[config.mk]
export PLATFORM = sky130hd
export DESIGN_NAME = sph_poly6_density_accumulator_core_flat
export DESIGN_NICKNAME = d
export VERILOG_FILES = /design/src/hw/rtl/spd_pkg.sv /design/src/hw/rtl/spd_if.sv /design/src/hw/rtl/spd_ctrl.sv /design/src/hw/rtl/spd_datapath.sv /design/src/hw/rtl/sph_poly6_density_accumulator_core.sv /design/src/flat_wrapper.sv
export SDC_FILE = /design/constraint.sdc
export NUM_CORES = 2
export LEC_CHECK = 0
export ABC_AREA = 1
export BUFFER_PORTS_ARGS = -buffer_cell sky130_fd_sc_hd__clkbuf_2
export CORE_MARGIN = 2
export CORE_UTILIZATION = 35
export CTS_CLUSTER_SIZE = 30
export DETAILED_ROUTE_END_ITERATION = 12
export GPL_TIMING_DRIVEN = 0
export SYNTH_ARGS = -nofsm -noshare
export SYNTH_HDL_FRONTEND = slang
export SYNTH_HIERARCHICAL = 1
export SYNTH_SLANG_ARGS = --single-unit
[constraint.sdc]
create_clock -name clock -period 10.6 [get_ports clock]
set_input_delay 1.06 -clock clock [delete_from_list [all_inputs] [get_ports clock]]
set_output_delay 1.06 -clock clock [all_outputs]
set_load 0.02 [all_outputs]
[src/hw/rtl/spd_pkg.sv]
// Types and constants shared by the SPH poly6 density accumulator modules.
`timescale 1ns / 1ps
`default_nettype none
package spd_pkg;

   localparam int ACC_W     = 48;
   localparam int PRESS_W   = 49;
   localparam int MASS_W    = 16;
   localparam int KSCALE_W  = 16;
   localparam int RAD_W     = 32;
   localparam int T_W       = 16;
   localparam int MK_W      = 32;
   localparam int C3_W      = 48;
   localparam int PROD_W    = 56;
   localparam int FRAC_W    = 25;
   localparam int MUL_W     = 32;
   localparam int CSR_W     = 48;
   localparam int CSR_IDX_W = 2;

   localparam logic [CSR_IDX_W-1:0] CSR_SMOOTH_RADIUS_SQ = 2'd0;
   localparam logic [CSR_IDX_W-1:0] CSR_KERNEL_SCALE     = 2'd1;
   localparam logic [CSR_IDX_W-1:0] CSR_REST_DENSITY     = 2'd2;

   localparam logic [RAD_W-1:0] RAD_RESET = 32'd16777216;
   localparam logic [ACC_W-1:0] ACC_MAX   = {ACC_W{1'b1}};

   typedef enum logic [3:0] {
      OP_IDLE,
      OP_LOAD,
      OP_SQ_X,
      OP_SQ_Y,
      OP_SQ_Z,
      OP_T,
      OP_T_SQ,
      OP_T_CUBE,
      OP_MASS,
      OP_HIGH,
      OP_LOW,
      OP_ACC,
      OP_EMIT
   } op_type;

   typedef enum logic [3:0] {
      ST_IDLE,
      ST_SQ_X,
      ST_SQ_Y,
      ST_SQ_Z,
      ST_RANGE,
      ST_T_SQ,
      ST_T_CUBE,
      ST_MASS,
      ST_HIGH,
      ST_LOW,
      ST_ACC,
      ST_FINISH
   } state_type;

   typedef struct packed {
      op_type op;
   } cmd_type;

   typedef struct packed {
      logic present;
      logic last;
      logic in_range;
      logic out_free;
   } status_type;

endpackage
`default_nettype wire

[src/hw/rtl/spd_if.sv]
// Handshake channel interfaces for neighbour beats and density result beats.
`timescale 1ns / 1ps
`default_nettype none
interface spd_req_if #(
   parameter int OFFSET_BITS = 16
);
   logic                          valid;
   logic                          ready;
   logic signed [OFFSET_BITS-1:0] offset_x;
   logic signed [OFFSET_BITS-1:0] offset_y;
   logic signed [OFFSET_BITS-1:0] offset_z;
   logic [15:0]                   neighbour_mass;
   logic                          present;
   logic                          last;

   modport source (output valid, offset_x, offset_y, offset_z, neighbour_mass, present, last,
                   input ready);
   modport sink (input valid, offset_x, offset_y, offset_z, neighbour_mass, present, last,
                 output ready);
endinterface

interface spd_rsp_if;
   logic               valid;
   logic               ready;
   logic [47:0]        density;
   logic signed [48:0] pressure;
   logic               saturated;

   modport source (output valid, density, pressure, saturated, input ready);
   modport sink (input valid, density, pressure, saturated, output ready);
endinterface
`default_nettype wire

[src/hw/rtl/spd_ctrl.sv]
// Sequencer that steps the shared multiplier datapath through one neighbour beat.
`timescale 1ns / 1ps
`default_nettype none
module spd_ctrl
   import spd_pkg::*;
(
   input  wire logic       clock,
   input  wire logic       reset,
   input  wire logic       req_valid,
   output logic            req_ready,
   input  wire status_type status,
   output cmd_type         cmd
);

   state_type state_ff;
   state_type state_in;

   always_ff @(posedge clock) begin
      if (reset) begin
         state_ff <= ST_IDLE;
      end else begin
         state_ff <= state_in;
      end
   end

   always_comb begin
      state_in  = state_ff;
      req_ready = 1'b0;
      cmd.op    = OP_IDLE;
      unique case (state_ff)
         ST_IDLE: begin
            req_ready = 1'b1;
            if (req_valid) begin
               cmd.op   = OP_LOAD;
               state_in = ST_SQ_X;
            end
         end
         ST_SQ_X: begin
            if (status.present) begin
               cmd.op   = OP_SQ_X;
               state_in = ST_SQ_Y;
            end else begin
               state_in = ST_FINISH;
            end
         end
         ST_SQ_Y: begin
            cmd.op   = OP_SQ_Y;
            state_in = ST_SQ_Z;
         end
         ST_SQ_Z: begin
            cmd.op   = OP_SQ_Z;
            state_in = ST_RANGE;
         end
         ST_RANGE: begin
            if (status.in_range) begin
               cmd.op   = OP_T;
               state_in = ST_T_SQ;
            end else begin
               state_in = ST_FINISH;
            end
         end
         ST_T_SQ: begin
            cmd.op   = OP_T_SQ;
            state_in = ST_T_CUBE;
         end
         ST_T_CUBE: begin
            cmd.op   = OP_T_CUBE;
            state_in = ST_MASS;
         end
         ST_MASS: begin
            cmd.op   = OP_MASS;
            state_in = ST_HIGH;
         end
         ST_HIGH: begin
            cmd.op   = OP_HIGH;
            state_in = ST_LOW;
         end
         ST_LOW: begin
            cmd.op   = OP_LOW;
            state_in = ST_ACC;
         end
         ST_ACC: begin
            cmd.op   = OP_ACC;
            state_in = ST_FINISH;
         end
         ST_FINISH: begin
            if (!status.last) begin
               state_in = ST_IDLE;
            end else if (status.out_free) begin
               cmd.op   = OP_EMIT;
               state_in = ST_IDLE;
            end
         end
         default: begin
            state_in = ST_IDLE;
         end
      endcase
   end

endmodule
`default_nettype wire

[src/hw/rtl/spd_datapath.sv]
// Datapath with one shared multiplier, accumulator, settings and result register.
`timescale 1ns / 1ps
`default_nettype none
module spd_datapath
   import spd_pkg::*;
#(
   parameter int OFFSET_BITS = 16
) (
   input  wire logic                          clock,
   input  wire logic                          reset,
   input  wire cmd_type                       cmd,
   output status_type                         status,
   input  wire logic                          csr_we,
   input  wire logic [CSR_IDX_W-1:0]          csr_index,
   input  wire logic [CSR_W-1:0]              csr_wdata,
   input  wire logic signed [OFFSET_BITS-1:0] offset_x,
   input  wire logic signed [OFFSET_BITS-1:0] offset_y,
   input  wire logic signed [OFFSET_BITS-1:0] offset_z,
   input  wire logic [MASS_W-1:0]             neighbour_mass,
   input  wire logic                          present,
   input  wire logic                          last,
   output logic                               rsp_valid,
   input  wire logic                          rsp_ready,
   output logic [ACC_W-1:0]                   density,
   output logic signed [PRESS_W-1:0]          pressure,
   output logic                               saturated
);

   localparam int R2_W  = 2 * OFFSET_BITS;
   localparam int CMP_W = (R2_W > RAD_W) ? R2_W : RAD_W;

   function automatic logic [OFFSET_BITS-1:0] mag_of(input logic [OFFSET_BITS-1:0] v);
      return v[OFFSET_BITS-1] ? (~v + 1'b1) : v;
   endfunction

   logic [RAD_W-1:0]       rad_ff, rad_in;
   logic [KSCALE_W-1:0]    kscale_ff, kscale_in;
   logic [ACC_W-1:0]       rest_ff, rest_in;
   logic [ACC_W-1:0]       acc_ff, acc_in;
   logic                   ovf_ff, ovf_in;
   logic                   rsp_valid_ff, rsp_valid_in;
   logic [ACC_W-1:0]       density_ff, density_in;
   logic [PRESS_W-1:0]     pressure_ff, pressure_in;
   logic                   saturated_ff, saturated_in;
   logic [OFFSET_BITS-1:0] ax_ff, ax_in;
   logic [OFFSET_BITS-1:0] ay_ff, ay_in;
   logic [OFFSET_BITS-1:0] az_ff, az_in;
   logic [MASS_W-1:0]      mass_ff, mass_in;
   logic                   present_ff, present_in;
   logic                   last_ff, last_in;
   logic [R2_W-1:0]        r2_ff, r2_in;
   logic [T_W-1:0]         t_ff, t_in;
   logic [PROD_W-1:0]      prod_ff, prod_in;
   logic [C3_W-1:0]        c3_ff, c3_in;
   logic [MK_W-1:0]        mk_ff, mk_in;
   logic [FRAC_W-1:0]      frac_ff, frac_in;

   logic [MUL_W-1:0]       mul_a;
   logic [MUL_W-1:0]       mul_b;
   logic [2*MUL_W-1:0]     mul_p;
   logic [CMP_W-1:0]       rad_ext;
   logic [CMP_W-1:0]       r2_ext;
   logic [CMP_W-1:0]       diff;
   logic [PROD_W:0]        lo_sum;
   logic [ACC_W+1:0]       acc_sum;

   assign rad_ext = CMP_W'(rad_ff);
   assign r2_ext  = CMP_W'(r2_ff);
   assign diff    = rad_ext - r2_ext;
   assign mul_p   = mul_a * mul_b;
   assign lo_sum  = (PROD_W + 1)'({prod_ff[7:0], 24'd0}) + (PROD_W + 1)'(mul_p[PROD_W-1:0]);
   assign acc_sum = (ACC_W + 2)'(acc_ff) + (ACC_W + 2)'(prod_ff[PROD_W-1:8])
                  + (ACC_W + 2)'(frac_ff);

   assign status.present  = present_ff;
   assign status.last     = last_ff;
   assign status.in_range = (r2_ext <= rad_ext);
   assign status.out_free = !rsp_valid_ff || rsp_ready;

   assign rsp_valid = rsp_valid_ff;
   assign density   = density_ff;
   assign pressure  = pressure_ff;
   assign saturated = saturated_ff;

   always_comb begin
      mul_a = '0;
      mul_b = '0;
      unique case (cmd.op)
         OP_SQ_X: begin
            mul_a = MUL_W'(ax_ff);
            mul_b = MUL_W'(ax_ff);
         end
         OP_SQ_Y: begin
            mul_a = MUL_W'(ay_ff);
            mul_b = MUL_W'(ay_ff);
         end
         OP_SQ_Z: begin
            mul_a = MUL_W'(az_ff);
            mul_b = MUL_W'(az_ff);
         end
         OP_T_SQ: begin
            mul_a = MUL_W'(t_ff);
            mul_b = MUL_W'(t_ff);
         end
         OP_T_CUBE: begin
            mul_a = prod_ff[MUL_W-1:0];
            mul_b = MUL_W'(t_ff);
         end
         OP_MASS: begin
            mul_a = MUL_W'(mass_ff);
            mul_b = MUL_W'(kscale_ff);
         end
         OP_HIGH: begin
            mul_a = MUL_W'(c3_ff[C3_W-1:24]);
            mul_b = mk_ff;
         end
         OP_LOW: begin
            mul_a = MUL_W'(c3_ff[23:0]);
            mul_b = mk_ff;
         end
         default: begin
            mul_a = '0;
            mul_b = '0;
         end
      endcase
   end

   always_comb begin
      rad_in       = rad_ff;
      kscale_in    = kscale_ff;
      rest_in      = rest_ff;
      acc_in       = acc_ff;
      ovf_in       = ovf_ff;
      rsp_valid_in = rsp_valid_ff && !rsp_ready;
      density_in   = density_ff;
      pressure_in  = pressure_ff;
      saturated_in = saturated_ff;
      ax_in        = ax_ff;
      ay_in        = ay_ff;
      az_in        = az_ff;
      mass_in      = mass_ff;
      present_in   = present_ff;
      last_in      = last_ff;
      r2_in        = r2_ff;
      t_in         = t_ff;
      prod_in      = prod_ff;
      c3_in        = c3_ff;
      mk_in        = mk_ff;
      frac_in      = frac_ff;

      if (csr_we) begin
         unique case (csr_index)
            CSR_SMOOTH_RADIUS_SQ: rad_in    = csr_wdata[RAD_W-1:0];
            CSR_KERNEL_SCALE:     kscale_in = csr_wdata[KSCALE_W-1:0];
            CSR_REST_DENSITY:     rest_in   = csr_wdata[ACC_W-1:0];
            default:              rad_in    = rad_ff;
         endcase
      end

      unique case (cmd.op)
         OP_LOAD: begin
            ax_in      = mag_of(offset_x);
            ay_in      = mag_of(offset_y);
            az_in      = mag_of(offset_z);
            mass_in    = neighbour_mass;
            present_in = present;
            last_in    = last;
         end
         OP_SQ_X: r2_in = mul_p[R2_W-1:0];
         OP_SQ_Y: r2_in = r2_ff + mul_p[R2_W-1:0];
         OP_SQ_Z: r2_in = r2_ff + mul_p[R2_W-1:0];
         OP_T: t_in = diff[RAD_W-1:16];
         OP_T_SQ: prod_in = mul_p[PROD_W-1:0];
         OP_T_CUBE: c3_in = mul_p[C3_W-1:0];
         OP_MASS: mk_in = mul_p[MK_W-1:0];
         OP_HIGH: prod_in = mul_p[PROD_W-1:0];
         OP_LOW: frac_in = lo_sum[PROD_W:32];
         OP_ACC: begin
            if (acc_sum > (ACC_W + 2)'(ACC_MAX)) begin
               acc_in = ACC_MAX;
               ovf_in = 1'b1;
            end else begin
               acc_in = acc_sum[ACC_W-1:0];
            end
         end
         OP_EMIT: begin
            density_in   = acc_ff;
            pressure_in  = {1'b0, acc_ff} - {1'b0, rest_ff};
            saturated_in = ovf_ff;
            rsp_valid_in = 1'b1;
            acc_in       = '0;
            ovf_in       = 1'b0;
         end
         default: begin
            acc_in = acc_ff;
         end
      endcase
   end

   always_ff @(posedge clock) begin
      if (reset) begin
         rad_ff       <= RAD_RESET;
         kscale_ff    <= '0;
         rest_ff      <= '0;
         acc_ff       <= '0;
         ovf_ff       <= 1'b0;
         rsp_valid_ff <= 1'b0;
      end else begin
         rad_ff       <= rad_in;
         kscale_ff    <= kscale_in;
         rest_ff      <= rest_in;
         acc_ff       <= acc_in;
         ovf_ff       <= ovf_in;
         rsp_valid_ff <= rsp_valid_in;
      end
   end

   always_ff @(posedge clock) begin
      density_ff   <= density_in;
      pressure_ff  <= pressure_in;
      saturated_ff <= saturated_in;
      ax_ff        <= ax_in;
      ay_ff        <= ay_in;
      az_ff        <= az_in;
      mass_ff      <= mass_in;
      present_ff   <= present_in;
      last_ff      <= last_in;
      r2_ff        <= r2_in;
      t_ff         <= t_in;
      prod_ff      <= prod_in;
      c3_ff        <= c3_in;
      mk_ff        <= mk_in;
      frac_ff      <= frac_in;
   end

endmodule
`default_nettype wire

[src/hw/rtl/sph_poly6_density_accumulator_core.sv]
// A beat is taken only in idle and then steps through the x, y and z squares, range check,
// t squared, t cubed, mass, high and low products, accumulate and finish; a beat outside the
// radius goes to finish from the range check, an empty one from the x square. One shared
// 32x32 multiplier serves eight products; a closing result is held in an output register.
// Reset (synchronous): clears the accumulator, the overflow flag and the result valid,
// and sets smooth_radius_sq to 2^24, kernel_scale and rest_density to zero.
`timescale 1ns / 1ps
`default_nettype none
module sph_poly6_density_accumulator_core
   import spd_pkg::*;
#(
   parameter int OFFSET_BITS = 16
) (
   input  wire logic                 clock,
   input  wire logic                 reset,
   spd_req_if.sink                   req_if,
   spd_rsp_if.source                 rsp_if,
   input  wire logic                 csr_we,
   input  wire logic [CSR_IDX_W-1:0] csr_index,
   input  wire logic [CSR_W-1:0]     csr_wdata
);

   cmd_type    cmd;
   status_type status;

   spd_ctrl u_ctrl (
      .clock     (clock),
      .reset     (reset),
      .req_valid (req_if.valid),
      .req_ready (req_if.ready),
      .status    (status),
      .cmd       (cmd)
   );

   spd_datapath #(
      .OFFSET_BITS (OFFSET_BITS)
   ) u_datapath (
      .clock          (clock),
      .reset          (reset),
      .cmd            (cmd),
      .status         (status),
      .csr_we         (csr_we),
      .csr_index      (csr_index),
      .csr_wdata      (csr_wdata),
      .offset_x       (req_if.offset_x),
      .offset_y       (req_if.offset_y),
      .offset_z       (req_if.offset_z),
      .neighbour_mass (req_if.neighbour_mass),
      .present        (req_if.present),
      .last           (req_if.last),
      .rsp_valid      (rsp_if.valid),
      .rsp_ready      (rsp_if.ready),
      .density        (rsp_if.density),
      .pressure       (rsp_if.pressure),
      .saturated      (rsp_if.saturated)
   );

endmodule
`default_nettype wire

[src/flat_wrapper.sv]
// flat-port wrapper written by rule: the top's interface ports become plain ports
module sph_poly6_density_accumulator_core_flat import spd_pkg::*;
#(
   parameter int OFFSET_BITS = 16
)
  (clock, reset, csr_we, csr_index, csr_wdata, req_if_valid, req_if_offset_x, req_if_offset_y, req_if_offset_z, req_if_neighbour_mass, req_if_present, req_if_last, req_if_ready, rsp_if_valid, rsp_if_density, rsp_if_pressure, rsp_if_saturated, rsp_if_ready);
  spd_req_if #(.OFFSET_BITS(OFFSET_BITS)) req_if_i ();
  spd_rsp_if rsp_if_i ();
  input  wire logic clock;
  input  wire logic reset;
  input  wire logic csr_we;
  input  wire logic [CSR_IDX_W-1:0] csr_index;
  input  wire logic [CSR_W-1:0] csr_wdata;
  input wire logic [$bits(req_if_i.valid)-1:0] req_if_valid;
  input wire logic [$bits(req_if_i.offset_x)-1:0] req_if_offset_x;
  input wire logic [$bits(req_if_i.offset_y)-1:0] req_if_offset_y;
  input wire logic [$bits(req_if_i.offset_z)-1:0] req_if_offset_z;
  input wire logic [$bits(req_if_i.neighbour_mass)-1:0] req_if_neighbour_mass;
  input wire logic [$bits(req_if_i.present)-1:0] req_if_present;
  input wire logic [$bits(req_if_i.last)-1:0] req_if_last;
  output wire logic [$bits(req_if_i.ready)-1:0] req_if_ready;
  output wire logic [$bits(rsp_if_i.valid)-1:0] rsp_if_valid;
  output wire logic [$bits(rsp_if_i.density)-1:0] rsp_if_density;
  output wire logic [$bits(rsp_if_i.pressure)-1:0] rsp_if_pressure;
  output wire logic [$bits(rsp_if_i.saturated)-1:0] rsp_if_saturated;
  input wire logic [$bits(rsp_if_i.ready)-1:0] rsp_if_ready;
  assign req_if_i.valid = req_if_valid;
  assign req_if_i.offset_x = req_if_offset_x;
  assign req_if_i.offset_y = req_if_offset_y;
  assign req_if_i.offset_z = req_if_offset_z;
  assign req_if_i.neighbour_mass = req_if_neighbour_mass;
  assign req_if_i.present = req_if_present;
  assign req_if_i.last = req_if_last;
  assign req_if_ready = req_if_i.ready;
  assign rsp_if_valid = rsp_if_i.valid;
  assign rsp_if_density = rsp_if_i.density;
  assign rsp_if_pressure = rsp_if_i.pressure;
  assign rsp_if_saturated = rsp_if_i.saturated;
  assign rsp_if_i.ready = rsp_if_ready;
  sph_poly6_density_accumulator_core #(.OFFSET_BITS(OFFSET_BITS)) u_core (.clock(clock), .reset(reset), .req_if(req_if_i), .rsp_if(rsp_if_i), .csr_we(csr_we), .csr_index(csr_index), .csr_wdata(csr_wdata));
endmodule
==> qor.txt <==
antenna-violating nets left - 0
CTS tree - done
die height - 423 µm
initial core utilization - 0.353
Max-Cap Viols - 0
CTS Buf Count - 54
fin util - 0.448
layout cells sized above 1 - 0.224
Least-Margin Pin Slew - 0.997 ns
worst skew pair latency - 0.64 ns
Crit path required time - 10.97 ns
H-Tree Depth - 2
largest net degree at the start of global routing - 57
first-pass GRT wire length - 348000 µm
clock slew at reported path FFs - 0.07 ns
flops & latches, synth - 523
Post-Syn Instances - 7273
synth top area cells - fa_1 29%, edfxtp_1 18%, inv_1 10%
sequential share of the synthesized area - 0.231
Largest stage delay, worst path - 0.57 ns
WP data arrival - 12.25 ns
DIE WIDTH - 423 µm
clock root cell - clkbuf_16
Hold/Removal Path Class - reg -> reg
Post-synth EDFFs - 373
prevailing post-synth register cell - edfxtp_1
Slew Viols, Final - 0
core area - 174000 µm²
Final min period - 11.88 ns
I/O pin count - 221
R2R Path End - u_core/u_datapath/r2_ext[31]
CP max FO - 7
CP Class - reg -> reg
vias - 53600
hold depth - 0
Mapped Area - 61400 µm²
initial antenna violation count - 2
Hold Path End - u_core/u_datapath/saturated
site row count - 153
Synth cell types - 70
final wirelength - 241000 µm
setup ws final - -1.28 ns
Num Clock Sinks - 523
Hold Vio Cnt, Final - 0
relative slew slack - 0.332
total track usage - 0.262
1st-iter DRT viols - 5072
worst hold margin - 0.434 ns
hold_sp - u_core/u_datapath/ovf_ff
reg2reg start - u_core/u_datapath/r2_ext[11]
Startpoint Class - flop
overall overflow remaining after global route - 0
Vias/cell - 5.15
Final HPWL DP - 191000 µm
most common cell after layout, fill and taps aside - inv_1
worst reg-to-reg path cell count - 58
Die ar. - 179000 µm²
Clock Skews - 0.0349 ns
asr flop ratio synth - 0
Synth top area share - 0.293
Final Cycle Share - 1.12
clk buf depth - 3
DRT Pass-1 Iters - 6
slowest CP cell - fa_1
status - finished, violations left
Remaining DRCs - 0
Mean Syn Cell Area - 8.44 µm²
wire length per cell - 23.2 µm
register-to-register setup slack - -1.28 ns
Critical Path End Type - flop
GPL Wtd Cong - 0.985
Final setup viols - 82
area leader, netlist - fa_1
Syn-to-layout area delta - 27.0%
fin nets - 9466
PortBufs - 218
vias in the first global route - 53500
RSZ-0062 raised after global routing - yes
Fmax - 0.0842 GHz
yosys warns - 6
failing checks - setup timing
most frequent cells in the layout - 1533 x inv_1, 1193 x nand2_1, 832 x fa_1
[metrics by stage]
step	setup TNS (ns)	instances	cell area (µm²)	setup WS [ns]
2_1_floorplan	0	7363	61900	0.0119
3_3_place_gp	-828.91	9906	65900	-4.61
3_5_place_dp	-346.27	9921	66100	-4.19
4_1_cts	-29.66	10200	73700	-0.917
5_1_grt	-76.51	10400	78000	-1.62
6_report	-52.55	10400	78000	-1.28
[state kept, by name, indices dropped and copies added, names as in the netlist, 4 cells and up]
| signal | flops |
|---|---|
| u_core/u_datapath/pressure | 49 |
| u_core/u_datapath/ay_ff | 16 |
| u_core/u_datapath/rad_ext | 32 |
| u_core/u_datapath/az_ff | 16 |
| u_core/u_datapath/ax_ff | 16 |
| u_core/u_datapath/c3_ff | 48 |
| u_core/u_datapath/frac_ff | 25 |
| u_core/u_datapath/density | 48 |
| u_core/u_datapath/prod_ff | 56 |
| u_core/u_datapath/rest_ff | 48 |
| u_core/u_datapath/acc_ff | 48 |
| u_core/u_datapath/kscale_ff | 16 |
| u_core/u_ctrl/state_ff | 4 |
| u_core/u_datapath/t_ff | 16 |
| u_core/u_datapath/r2_ext | 32 |
| u_core/u_datapath/mk_ff | 32 |
| u_core/u_datapath/mass_ff | 16 |
[synthesized netlist by cell type, types with 10 or more instances]
master,n
a31oi_1,42
xnor2_1,73
nand2_1,1382
a221oi_1,28
or2_2,18
a32o_1,19
and3_1,11
nor2_2,16
dfxtp_1,150
o21ai_0,295
clkbuf_1,180
xor2_1,115
a22o_1,19
clkinv_1,11
nand3_1,122
o31ai_1,11
edfxtp_1,373
o21a_1,21
ha_1,406
a21o_1,12
nand4_1,27
a211oi_1,15
nor3_1,46
inv_1,1657
nor4_1,19
o211ai_1,10
nor2_1,721
inv_2,11
a21oi_1,372
nand2_2,35
o21bai_1,16
buf_2,36
fa_1,898
[worst max path at each step]
stage                                       startpoint                             to  cells after the start
final                     u_core/u_datapath/r2_ext[11]   u_core/u_datapath/r2_ext[31]                     58
after global routing      u_core/u_datapath/r2_ext[11]   u_core/u_datapath/r2_ext[31]                     58
after CTS                  u_core/u_datapath/r2_ext[2]   u_core/u_datapath/r2_ext[31]                     60
after detailed placement   u_core/u_datapath/r2_ext[2]  u_core/u_datapath/frac_ff[19]                     57
after global placement     u_core/u_datapath/r2_ext[2]  u_core/u_datapath/frac_ff[19]                     59
after floorplan            u_core/u_datapath/r2_ext[2]  u_core/u_datapath/frac_ff[15]                     60
[final cells by class]
class / instances / area, µm²
Inverter: 1680 / 6450
Clock buffer: 63 / 1470
Buffer: 213 / 2080
Clock inverter: 35 / 408
Fill cell: 16600 / 96000
Multi-Input combinational cell: 4936 / 45300
Tap cell: 2325 / 2910
Timing Repair Buffer: 633 / 5170
Sequential cell: 523 / 14200
Antenna cell: 2 / 5.00
[what timing repair did]
| action | in CTS | in global routing |
|---|---|---|
| pin swaps | 173 | 260 |
| endpoints found under the setup margin | 158 | 115 |
| hold buffers | 0 | 0 |
| gates resized for setup | 913 | 761 |
| cloned | 8 | 2 |
| buffers inserted | 207 | 186 |
[critical path, delay by kind of cell, from the launching register on]
kind | cells | cell delay (ns)
xor+xnor | 1 | 0.41
flops | 1 | 0.37
simple gates | 25 | 3.22
fa+ha+maj | 11 | 5.04
buf+inv | 16 | 1.53
compound gates | 5 | 0.97
[metal layers]
metal,GRT usage,vias up,share of wire
met5,0,-,0
li1,-,23800,-
met2,0.419,2500,0.45
met3,0.0384,512,0.084
met1,0.355,26800,0.41
met4,0.106,0,0.054
[cells by family (layout without fill, tap and decap cells)]
logic type / Yosys count / count (layout) / share of synthesized area
AO/OA/AOI/OAI: 902 / 902 / 0.0843
XOR/XNOR: 198 / 198 / 0.0297
adder cells (fa/ha/maj): 1304 / 1304 / 0.376
buffers and inverters: 1904 / 2624 / 0.117
flip-flops: 523 / 523 / 0.231
multiplexers: 1 / 1 / 0.000183
other: 2 / 94 / 0.000122
AND/OR/NAND/NOR: 2439 / 2439 / 0.161
Power is not shown: default switching activity piles up to over one toggle a cycle in this logic, so the estimate is an artifact.
